### src/rtl/bioreg_pkg.sv
// shared constants and types for the board i/o register decoder
package bioreg_pkg;

  // field widths
  localparam int ADDR_W     = 16;
  localparam int DATA_W     = 8;
  localparam int SND_REG_W  = 5;
  localparam int SPR_FIELD_W = 4;
  localparam int CFG_IDX_W  = 2;

  // sprite position store
  localparam int SPRITE_STORE_DEPTH = 16;

  // write addresses (exact decode)
  localparam logic [ADDR_W-1:0] ADDR_IRQ_EN    = 16'h5000;
  localparam logic [ADDR_W-1:0] ADDR_FLIP      = 16'h5003;
  localparam logic [ADDR_W-1:0] ADDR_PALETTE   = 16'h5070;
  localparam logic [ADDR_W-1:0] ADDR_COLOR_TBL = 16'h5071;
  localparam logic [ADDR_W-1:0] ADDR_PRIORITY  = 16'h5073;
  localparam logic [ADDR_W-1:0] ADDR_CHAR_BANK = 16'h5074;
  localparam logic [ADDR_W-1:0] ADDR_SPR_BANK  = 16'h5075;
  localparam logic [ADDR_W-1:0] ADDR_SCROLL    = 16'h5080;

  // windows: sound 0x5040..0x505f, sprite store 0x5060..0x506f
  localparam logic [10:0] SOUND_WIN  = 11'h282;
  localparam logic [11:0] SPRITE_WIN = 12'h506;

  // read decode: page 0x50xx mirrored in 64-byte steps
  localparam logic [7:0]        IO_PAGE      = 8'h50;
  localparam logic [ADDR_W-1:0] MIRROR_MASK  = 16'hffc0;
  localparam logic [ADDR_W-1:0] ADDR_RD_P1   = 16'h5000;
  localparam logic [ADDR_W-1:0] ADDR_RD_P2   = 16'h5040;
  localparam logic [ADDR_W-1:0] ADDR_RD_DIPC = 16'h5080;

  // merge masks for the input ports and dip bits
  localparam logic [DATA_W-1:0] P1_MASK   = 8'hef;
  localparam logic [DATA_W-1:0] DIPA_MASK = 8'h10;
  localparam logic [DATA_W-1:0] P2_MASK   = 8'h6f;
  localparam logic [DATA_W-1:0] DIPB_MASK = 8'h90;

  // configuration register indexes and reset values
  localparam logic [CFG_IDX_W-1:0] CFG_DIP_A = 2'd0;
  localparam logic [CFG_IDX_W-1:0] CFG_DIP_B = 2'd1;
  localparam logic [CFG_IDX_W-1:0] CFG_DIP_C = 2'd2;
  localparam logic [DATA_W-1:0] DIP_A_RESET = 8'h10;
  localparam logic [DATA_W-1:0] DIP_B_RESET = 8'h90;
  localparam logic [DATA_W-1:0] DIP_C_RESET = 8'h69;

  // request type
  localparam logic REQ_READ  = 1'b0;
  localparam logic REQ_WRITE = 1'b1;

  // decode of one bus access
  typedef struct packed {
    logic                   wr_irq;
    logic                   wr_flip;
    logic                   wr_palette;
    logic                   wr_color;
    logic                   wr_priority;
    logic                   wr_char;
    logic                   wr_spr_bank;
    logic                   wr_scroll;
    logic                   wr_sprite;
    logic [SPR_FIELD_W-1:0] sprite_idx;
    logic                   sound_strobe;
    logic [SND_REG_W-1:0]   sound_register;
    logic [DATA_W-1:0]      read_data;
  } decode_t;

endpackage

### src/rtl/bioreg_decode.sv
// address decode of one bus access: latch write enables, sound strobe, read mux
module bioreg_decode (
  input  logic                                 req_type,
  input  logic [bioreg_pkg::ADDR_W-1:0]        bus_address,
  input  logic [bioreg_pkg::DATA_W-1:0]        player_one_port,
  input  logic [bioreg_pkg::DATA_W-1:0]        player_two_port,
  input  logic [bioreg_pkg::DATA_W-1:0]        dip_bank_a,
  input  logic [bioreg_pkg::DATA_W-1:0]        dip_bank_b,
  input  logic [bioreg_pkg::DATA_W-1:0]        dip_bank_c,
  output bioreg_pkg::decode_t                  dec
);

  logic                          is_write;
  logic [bioreg_pkg::ADDR_W-1:0] rd_addr;

  assign is_write = (req_type == bioreg_pkg::REQ_WRITE);

  // mirror reads inside the i/o page
  assign rd_addr = (bus_address[15:8] == bioreg_pkg::IO_PAGE) ?
                   (bus_address & bioreg_pkg::MIRROR_MASK) : bus_address;

  always_comb begin
    dec = '0;
    dec.sprite_idx = bus_address[bioreg_pkg::SPR_FIELD_W-1:0];

    // write decode, exact addresses first, then the windows
    if (is_write) begin
      case (bus_address)
        bioreg_pkg::ADDR_IRQ_EN:    dec.wr_irq      = 1'b1;
        bioreg_pkg::ADDR_FLIP:      dec.wr_flip     = 1'b1;
        bioreg_pkg::ADDR_PALETTE:   dec.wr_palette  = 1'b1;
        bioreg_pkg::ADDR_COLOR_TBL: dec.wr_color    = 1'b1;
        bioreg_pkg::ADDR_PRIORITY:  dec.wr_priority = 1'b1;
        bioreg_pkg::ADDR_CHAR_BANK: dec.wr_char     = 1'b1;
        bioreg_pkg::ADDR_SPR_BANK:  dec.wr_spr_bank = 1'b1;
        bioreg_pkg::ADDR_SCROLL:    dec.wr_scroll   = 1'b1;
        default: begin
          if (bus_address[15:5] == bioreg_pkg::SOUND_WIN) begin
            dec.sound_strobe   = 1'b1;
            dec.sound_register = bus_address[bioreg_pkg::SND_REG_W-1:0];
          end else if (bus_address[15:4] == bioreg_pkg::SPRITE_WIN) begin
            dec.wr_sprite = 1'b1;
          end
        end
      endcase
    end else begin
      // read mux: player ports merged with dip bits
      case (rd_addr)
        bioreg_pkg::ADDR_RD_P1:
          dec.read_data = (player_one_port & bioreg_pkg::P1_MASK) |
                          (dip_bank_a & bioreg_pkg::DIPA_MASK);
        bioreg_pkg::ADDR_RD_P2:
          dec.read_data = (player_two_port & bioreg_pkg::P2_MASK) |
                          (dip_bank_b & bioreg_pkg::DIPB_MASK);
        bioreg_pkg::ADDR_RD_DIPC:
          dec.read_data = dip_bank_c;
        default:
          dec.read_data = '0;
      endcase
    end
  end

endmodule

### src/rtl/board_io_register_decode.sv
// top level: input register, decode, latches, sprite store and result register
// an accepted request word passes the input register, then the result register;
//   decode and latch update sit between the two
// throughput: one word per cycle; rsp_stall holds the result and backs up req_stall
// reset: rst synchronous active high; clears latches, sprite store, valids and
//   restores dip banks to 0x10 / 0x90 / 0x69
module board_io_register_decode #(
  parameter int SPRITE_STORE_DEPTH = bioreg_pkg::SPRITE_STORE_DEPTH
) (
  input  logic                               clk,
  input  logic                               rst,
  // request channel
  input  logic                               req_valid,
  output logic                               req_stall,
  input  logic                               req_type,
  input  logic [bioreg_pkg::ADDR_W-1:0]      bus_address,
  input  logic [bioreg_pkg::DATA_W-1:0]      write_data,
  input  logic [bioreg_pkg::DATA_W-1:0]      player_one_port,
  input  logic [bioreg_pkg::DATA_W-1:0]      player_two_port,
  input  logic [bioreg_pkg::SPR_FIELD_W-1:0] sprite_read_index,
  // configuration channel
  input  logic                               cfg_valid,
  output logic                               cfg_ready,
  input  logic [bioreg_pkg::CFG_IDX_W-1:0]   cfg_index,
  input  logic [bioreg_pkg::DATA_W-1:0]      cfg_data,
  // result channel
  output logic                               rsp_valid,
  input  logic                               rsp_stall,
  output logic [bioreg_pkg::DATA_W-1:0]      read_data,
  output logic                               sound_strobe,
  output logic [bioreg_pkg::SND_REG_W-1:0]   sound_register,
  output logic [bioreg_pkg::DATA_W-1:0]      irq_enable,
  output logic                               flip_screen,
  output logic [bioreg_pkg::DATA_W-1:0]      palette_bank,
  output logic [bioreg_pkg::DATA_W-1:0]      color_table_bank,
  output logic                               background_priority,
  output logic                               character_bank,
  output logic                               sprite_bank,
  output logic [bioreg_pkg::DATA_W-1:0]      scroll_y,
  output logic [bioreg_pkg::DATA_W-1:0]      sprite_read_value
);

  localparam int IDX_W = $clog2(SPRITE_STORE_DEPTH);

  // configuration
  logic [bioreg_pkg::DATA_W-1:0] dip_bank_a;
  logic [bioreg_pkg::DATA_W-1:0] dip_bank_b;
  logic [bioreg_pkg::DATA_W-1:0] dip_bank_c;

  // input register
  logic                               s1_valid;
  logic                               s1_type;
  logic [bioreg_pkg::ADDR_W-1:0]      s1_addr;
  logic [bioreg_pkg::DATA_W-1:0]      s1_data;
  logic [bioreg_pkg::DATA_W-1:0]      s1_p1;
  logic [bioreg_pkg::DATA_W-1:0]      s1_p2;
  logic [bioreg_pkg::SPR_FIELD_W-1:0] s1_ridx;

  // latches and sprite store
  logic [bioreg_pkg::DATA_W-1:0] irq_latch;
  logic                          flip_latch;
  logic [bioreg_pkg::DATA_W-1:0] palette_latch;
  logic [bioreg_pkg::DATA_W-1:0] color_latch;
  logic                          priority_latch;
  logic                          char_latch;
  logic                          spr_bank_latch;
  logic [bioreg_pkg::DATA_W-1:0] scroll_latch;
  logic [bioreg_pkg::DATA_W-1:0] sprite_store [SPRITE_STORE_DEPTH];

  bioreg_pkg::decode_t           dec;
  logic                          advance;
  logic                          s1_load;
  logic                          fire;
  logic [IDX_W-1:0]              wr_idx;
  logic [IDX_W-1:0]              rd_idx;
  logic [bioreg_pkg::DATA_W-1:0] sprite_value_next;

  // handshake
  assign advance   = !rsp_valid || !rsp_stall;
  assign s1_load   = !s1_valid || advance;
  assign req_stall = !s1_load;
  assign fire      = s1_valid && advance;
  assign cfg_ready = 1'b1;

  // dip bank registers
  always_ff @(posedge clk) begin
    if (rst) begin
      dip_bank_a <= bioreg_pkg::DIP_A_RESET;
      dip_bank_b <= bioreg_pkg::DIP_B_RESET;
      dip_bank_c <= bioreg_pkg::DIP_C_RESET;
    end else if (cfg_valid && cfg_ready) begin
      case (cfg_index)
        bioreg_pkg::CFG_DIP_A: dip_bank_a <= cfg_data;
        bioreg_pkg::CFG_DIP_B: dip_bank_b <= cfg_data;
        bioreg_pkg::CFG_DIP_C: dip_bank_c <= cfg_data;
        default: ;
      endcase
    end
  end

  // input register
  always_ff @(posedge clk) begin
    if (rst) begin
      s1_valid <= 1'b0;
    end else if (s1_load) begin
      s1_valid <= req_valid;
    end
    if (s1_load && req_valid) begin
      s1_type <= req_type;
      s1_addr <= bus_address;
      s1_data <= write_data;
      s1_p1   <= player_one_port;
      s1_p2   <= player_two_port;
      s1_ridx <= sprite_read_index;
    end
  end

  bioreg_decode u_decode (
    .req_type        (s1_type),
    .bus_address     (s1_addr),
    .player_one_port (s1_p1),
    .player_two_port (s1_p2),
    .dip_bank_a      (dip_bank_a),
    .dip_bank_b      (dip_bank_b),
    .dip_bank_c      (dip_bank_c),
    .dec             (dec)
  );

  // sprite store read with forwarding of this word's write
  assign wr_idx = dec.sprite_idx[IDX_W-1:0];
  assign rd_idx = s1_ridx[IDX_W-1:0];
  assign sprite_value_next = (dec.wr_sprite && (wr_idx == rd_idx)) ?
                             s1_data : sprite_store[rd_idx];

  // control latches and sprite store
  always_ff @(posedge clk) begin
    if (rst) begin
      irq_latch      <= '0;
      flip_latch     <= 1'b0;
      palette_latch  <= '0;
      color_latch    <= '0;
      priority_latch <= 1'b0;
      char_latch     <= 1'b0;
      spr_bank_latch <= 1'b0;
      scroll_latch   <= '0;
      for (int i = 0; i < SPRITE_STORE_DEPTH; i++) begin
        sprite_store[i] <= '0;
      end
    end else if (fire) begin
      if (dec.wr_irq)      irq_latch      <= s1_data;
      if (dec.wr_flip)     flip_latch     <= s1_data[0];
      if (dec.wr_palette)  palette_latch  <= s1_data;
      if (dec.wr_color)    color_latch    <= s1_data;
      if (dec.wr_priority) priority_latch <= s1_data[0];
      if (dec.wr_char)     char_latch     <= s1_data[0];
      if (dec.wr_spr_bank) spr_bank_latch <= s1_data[0];
      if (dec.wr_scroll)   scroll_latch   <= s1_data;
      if (dec.wr_sprite)   sprite_store[wr_idx] <= s1_data;
    end
  end

  // result register
  always_ff @(posedge clk) begin
    if (rst) begin
      rsp_valid <= 1'b0;
    end else if (advance) begin
      rsp_valid <= s1_valid;
    end
    if (fire) begin
      read_data         <= dec.read_data;
      sound_strobe      <= dec.sound_strobe;
      sound_register    <= dec.sound_register;
      sprite_read_value <= sprite_value_next;
    end
  end

  // latches change only when a word moves into the result register
  assign irq_enable          = irq_latch;
  assign flip_screen         = flip_latch;
  assign palette_bank        = palette_latch;
  assign color_table_bank    = color_latch;
  assign background_priority = priority_latch;
  assign character_bank      = char_latch;
  assign sprite_bank         = spr_bank_latch;
  assign scroll_y            = scroll_latch;

endmodule

### config.mk
export PLATFORM = sky130hd
export DESIGN_NAME = board_io_register_decode
export DESIGN_NICKNAME = d
export VERILOG_FILES = /design/src/rtl/bioreg_pkg.sv /design/src/rtl/bioreg_decode.sv /design/src/rtl/board_io_register_decode.sv
export SDC_FILE = /design/constraint.sdc
export NUM_CORES = 1
export LEC_CHECK = 0
export BUFFER_PORTS_ARGS = -buffer_cell sky130_fd_sc_hd__buf_2
export CAP_MARGIN = 0
export CORE_MARGIN = 2
export CORE_UTILIZATION = 53
export CTS_BUF_LIST = sky130_fd_sc_hd__clkbuf_4 sky130_fd_sc_hd__clkbuf_8 sky130_fd_sc_hd__clkbuf_16
export DETAILED_ROUTE_END_ITERATION = 8
export PLACE_DENSITY = 0.81
export SYNTH_ARGS = -nofsm -noshare
export SYNTH_HDL_FRONTEND = slang
export SYNTH_SLANG_ARGS = --single-unit
### constraint.sdc
create_clock -name clk -period 2.66 [get_ports clk]
set_input_delay 0.133 -clock clk [delete_from_list [all_inputs] [get_ports clk]]
set_output_delay 0.133 -clock clk [all_outputs]
set_load 0.01 [all_outputs]
---- Word-level counts from Yosys, hierarchy flattened ----
Memory sizes are Yosys's and may differ from the RTL's. A register that Yosys moved wholly into a read port is not among the register bits.
Cells that the tools add are included.
cells by class
  multiplexer cells ....................... 26
  bitwise operators ....................... 4
  reductions and logical operators ........ 25
  equality and inequality tests ........... 17
operators by type and width
  cell                    count
  $eq A16 B15 Y1 const B  11
  $pmux W8 S3             1
  $reduce_and A2 Y1       11
  $mux W1                 18
  $mux W8                 2
  $reduce_or A8 Y1        2
  $eq A12 B11 Y1 const B  1
  $mux W6                 2
  $eq A11 B10 Y1 const B  1
  $reduce_or A10 Y1       1
  $mux W9                 1
  $reduce_or A9 Y1        1
  $eq A8 B7 Y1 const B    1
  $mux W4                 2
  $or A7 B8 Y8            1
  $or A8 B5 Y8            1
  $eq A4 B4 Y1            1
  $logic_not A1 Y1        4
  $logic_and A1 B1 Y1     3
  $eq A2 B1 Y1 const B    1
  $eq A2 B2 Y1 const B    1
  $logic_not A2 Y1        1
  $logic_or A1 B1 Y1      2
  $not A1 Y1              2
word-level totals
  memories ................................ 1
  register bits ........................... 125
  bits of input ports ..................... 60
  output and inout bits ................... 61
  memory bits (writable) .................. 128
memories
  name          depth  width  read ports  clocked after memory_dff  write ports  RTL line                        source
  sprite_store  16     8      1           1                         16           board_io_register_decode.sv:68  logic [bioreg_pkg::DATA_W-1:0] sprite_store [SPRITE_STORE_DEPTH];

---- Longest topological paths before layout ----
  word-level depth ........................ 11
  mapped depth ............................ 7

---- Modules after synthesis ----
From an unflattened synthesis, not the netlist that was laid out.
unflattened totals
  cell total of the unflattened synthesis .. 827
  area total of the unflattened synthesis .. 11229.5 sq um
modules (own cells, without submodules)
  module                    seq. area each (sq um)  cells each  instances  area each (sq um)
  board_io_register_decode  7176.9                  752         1          10720.3
  bioreg_decode             0.0                     75          1          509.2

---- Worst setup path before layout ----
Ideal clock, no wire load.
  path kind ............................... flip-flop to flip-flop
  from .................................... reg s1_addr[13] (netlist bit)
  to ...................................... mem sprite_store[7][0] (netlist bit), enable pin
  data required time ...................... 2285 ps
  setup slack ............................. 105 ps
  clock period less this slack ............ 2555 ps
  path buffers ............................ 0
  data arrival time ....................... 2180 ps
  cell stages (with the launch flop) ...... 5
  cell sequence ........................... edfxtp_1 > or4b_1 > nor4_4 > nand4_1 > o21bai_1
RTL lines
  item                    RTL line                         source
  start, declared         board_io_register_decode.sv:53   logic [bioreg_pkg::ADDR_W-1:0] s1_addr;
  start signal, assigned  board_io_register_decode.sv:110  s1_addr <= bus_address;
  end, declared           board_io_register_decode.sv:68

==> summary.txt <==
Setup TNS = 0 ps
GPL Wtd Cong = 0.851
Crit-path max FO = 8
Clock sink total = 245
Pwr/cell area = 671 mW/mm^2
Yosys top cell area share = 0.555
Hold WS = 92.4 ps
CP arrival = 2820 ps
Rel. slew slack = 0.441
Number of synthesized flops with an enable pin = 192
Initial Util = 0.537
Syn_area_per_cell = 13.1 sq um
Antenna viol nets, final = 0
Most common cell in the synthesized netlist = edfxtp_1
DRC Markers = 0
Pleak = 4.92 nW
Fmax = 379 MHz
CTS tree = done
Worst-Margin Slew = 839 ps
HP Start = cfg_valid
Tmin final = 2640 ps
Nets = 1,026
# setup viols final = 0
Startpoint Class = flop
RSZ-0062 raised after global routing = false
Cell variety after synth = 38
Clock slew seen by the registers of the worst setup and hold paths = 70 ps
Final hold violation count = 0
R2R setup slack = 20 ps
TritonRoute pass-1 iters = 7
Worst-Skew Late Latency = 520 ps
Via Count = 7,609
Initial antenna violation count = 1
Worst hold path type = input port to flop
Final Slew Violations = 0
Die Y-Extent = 144 um
Clock Tree Buf Depth = 3
FF-to-FF End = sprite_store[9][2]$_SDFFCE_PN0P_
Share of cells above drive strength 1 = 0.253
Mean routed wirelength per cell = 23.0 um
Crit path kind = flop to flop
DP HPWL = 17,400 um
DR vias/cell = 6.09
Port buffer count = 116
Core Footprint = 0.0193 sq mm
GR Overflow Total = 0
Maximum vdd drop = 0.492 mV
CP required = 2840 ps
Synthesized area = 0.0104 sq mm
Max Cap Viol = 0
Async SR Flop Fraction = 0
H-tree levels = 1
Largest net degree at the start of global routing = 68
Reg area = 0.00683 sq mm
Synth warnings = 0
Routed WL = 28,800 um
Final Skew = 19.2 ps
Num ports = 121
First-pass GRT wire length = 43,100 um
Area growth syn-to-layout = 22.8%
Syn Inst Count = 793
Synth Register Bits = 245
TritonCTS Buffers = 24
Root Buffer = clkbuf_16
Die ar. = 0.0207 sq mm
Largest area contributor in the netlist = edfxtp_1
Top cells by area, synth = edfxtp_1 56%, dfxtp_1 10%, mux4_2 6.9%
Hold endpoint = dip_bank_b[7]$_SDFFE_PP1P_
Multi-input gate area = 0.00330 sq mm
Tcrit/Tclk final = 0.993
R2R cell count = 5
Top cells by count, synth = 192 x edfxtp_1, 126 x nor2_1, 53 x dfxtp_1, 52 x clkbuf_1, 44 x a21oi_1
Die width = 144 um
Register area share after synthesis = 0.657
Initial DRC Count = 749
Worst setup EP type = flop
Crit path from = s1_addr[13]$_DFFE_PP_
FILL cells = 1,261
Status = complete, no violations
Vias in the first global route = 7,588
Hold-critical path depth = 4
Syn_nets = 853
Overall routing resource usage = 0.280
Site row count = 51
Reg2reg start = s1_addr[13]$_DFFE_PP_
Top FF cell, synth = edfxtp_1
[per-stage QoR]
stage | util | area, sq um | cells | worst slack [ps] | total power, W
2_1_floorplan | - | 10400 | 793 | 105 | 0.00476
3_3_place_gp | 0.589 | 11400 | 1151 | 115 | 0.00499
3_5_place_dp | 0.589 | 11400 | 1151 | 72.9 | 0.00501
4_1_cts | 0.659 | 12700 | 1248 | 30.0 | 0.00848
5_1_grt | 0.659 | 12800 | 1250 | 4.45 | 0.00874
6_report | 0.659 | 12800 | 1250 | 18.0 | 0.00855
[timing repair]
item / 4_1_cts / 5_1_grt
resized for setup: 0 / 2
hold buffers: 53 / 0
setup endpoints to repair: 0 / 45
endpoints found under the hold margin: 59 / 0
setup buffers: 0 / 1
[worst max-delay path: stages, from the launching register on]
cell      delay [ps]
edfxtp_1         410
or4b_4           590
nor4_4           390
buf_4            200
and3_1           320
a21o_1           390
[worst max-delay path by stage]
stage | endpoint | slack, ps | cells after the start
after global routing | sprite_store[9][3]$_SDFFCE_PN0P_ | 4 | 5
after global placement | sprite_store[9][3]$_SDFFCE_PN0P_ | 120 | 5
after floorplan | sprite_store[7][0]$_SDFFCE_PN0P_ | 110 | 4
final | sprite_store[9][2]$_SDFFCE_PN0P_ | 20 | 5
after CTS | sprite_store[13][1]$_SDFFCE_PN0P_ | 30 | 5
after detailed placement | sprite_store[9][3]$_SDFFCE_PN0P_ | 70 | 5
[sequential cells by signal, indices dropped and copies added, names as in the netlist, 2 cells and up, named ones only]
name,count
sprite_store,128
sound_register,5
s1_p1,7
s1_p2,6
sprite_read_value,8
s1_data,8
dip_bank_c,8
dip_bank_b,2
read_data,8
irq_enable,8
color_table_bank,8
rd_idx,4
s1_addr,16
scroll_y,8
palette_bank,8
[metal layers]
layer,share of wire,vias to the layer above,global-route usage
met1,0.36,3677,0.352
met2,0.48,531,0.450
li1,-,3275,-
met5,0,-,0
met3,0.10,126,0.0629
met4,0.062,0,0.163
[area by class of cell]
class | instances | area share
timing repair buffer | 209 | 0.114
antenna | 1 | 0.000196
clock inverter | 16 | 0.0100
sequential | 245 | 0.535
multi-input combinational | 478 | 0.259
clock buffer | 28 | 0.0536
tap | 265 | 0.0260
inverter | 8 | 0.00236
[cell families (layout without fill, tap and decap cells)]
| family | Yosys count | in the layout | share of synthesized area |
|---|---|---|---|
| buffers and inverters | 70 | 261 | 0.0259 |
| DFF | 245 | 245 | 0.657 |
| AOI/OAI and AO/OA | 98 | 98 | 0.0534 |
| other | 1 | 2 | 0.000361 |
| xor gates and xnor gates | 4 | 4 | 0.00337 |
| and+or+nand+nor | 291 | 291 | 0.139 |
| muxes | 84 | 84 | 0.121 |
[where the power goes]
| group | leakage (nW) | internal, W | switching [W] | total [W] |
|---|---|---|---|---|
| registers | 2.38 | 0.00426 | 0.000110 | 0.00437 |
| logic | 2.13 | 0.000303 | 0.000357 | 0.000660 |
| clock network | 0.412 | 0.00203 | 0.00149 | 0.00352 |
[placed cells by master, fill, tap and decap left out, drive strengths merged, types with 2 or more instances in the layout]
master	n
inv	10
nor3b	2
nand3b	2
buf	156
clkbuf	28
dfxtp	53
a21o	8
nor4b	2
nand2b	7
or4b	2
mux2i	40
nand4	23
or2	3
nor4	4
nor2b	7
o21bai	6
dlygate4sd3	53
a211o	5
a21oi	44
edfxtp	192
clkinv	12
o21ai	32
nand2	36
nor2	126
xor2	4
and4	5
o31ai	2
and4b	2
nand3	25
mux2	12
and3	21
and2	22
bufinv	2
mux4	32
Note: power is estimated with default switching activity, not from simulation.
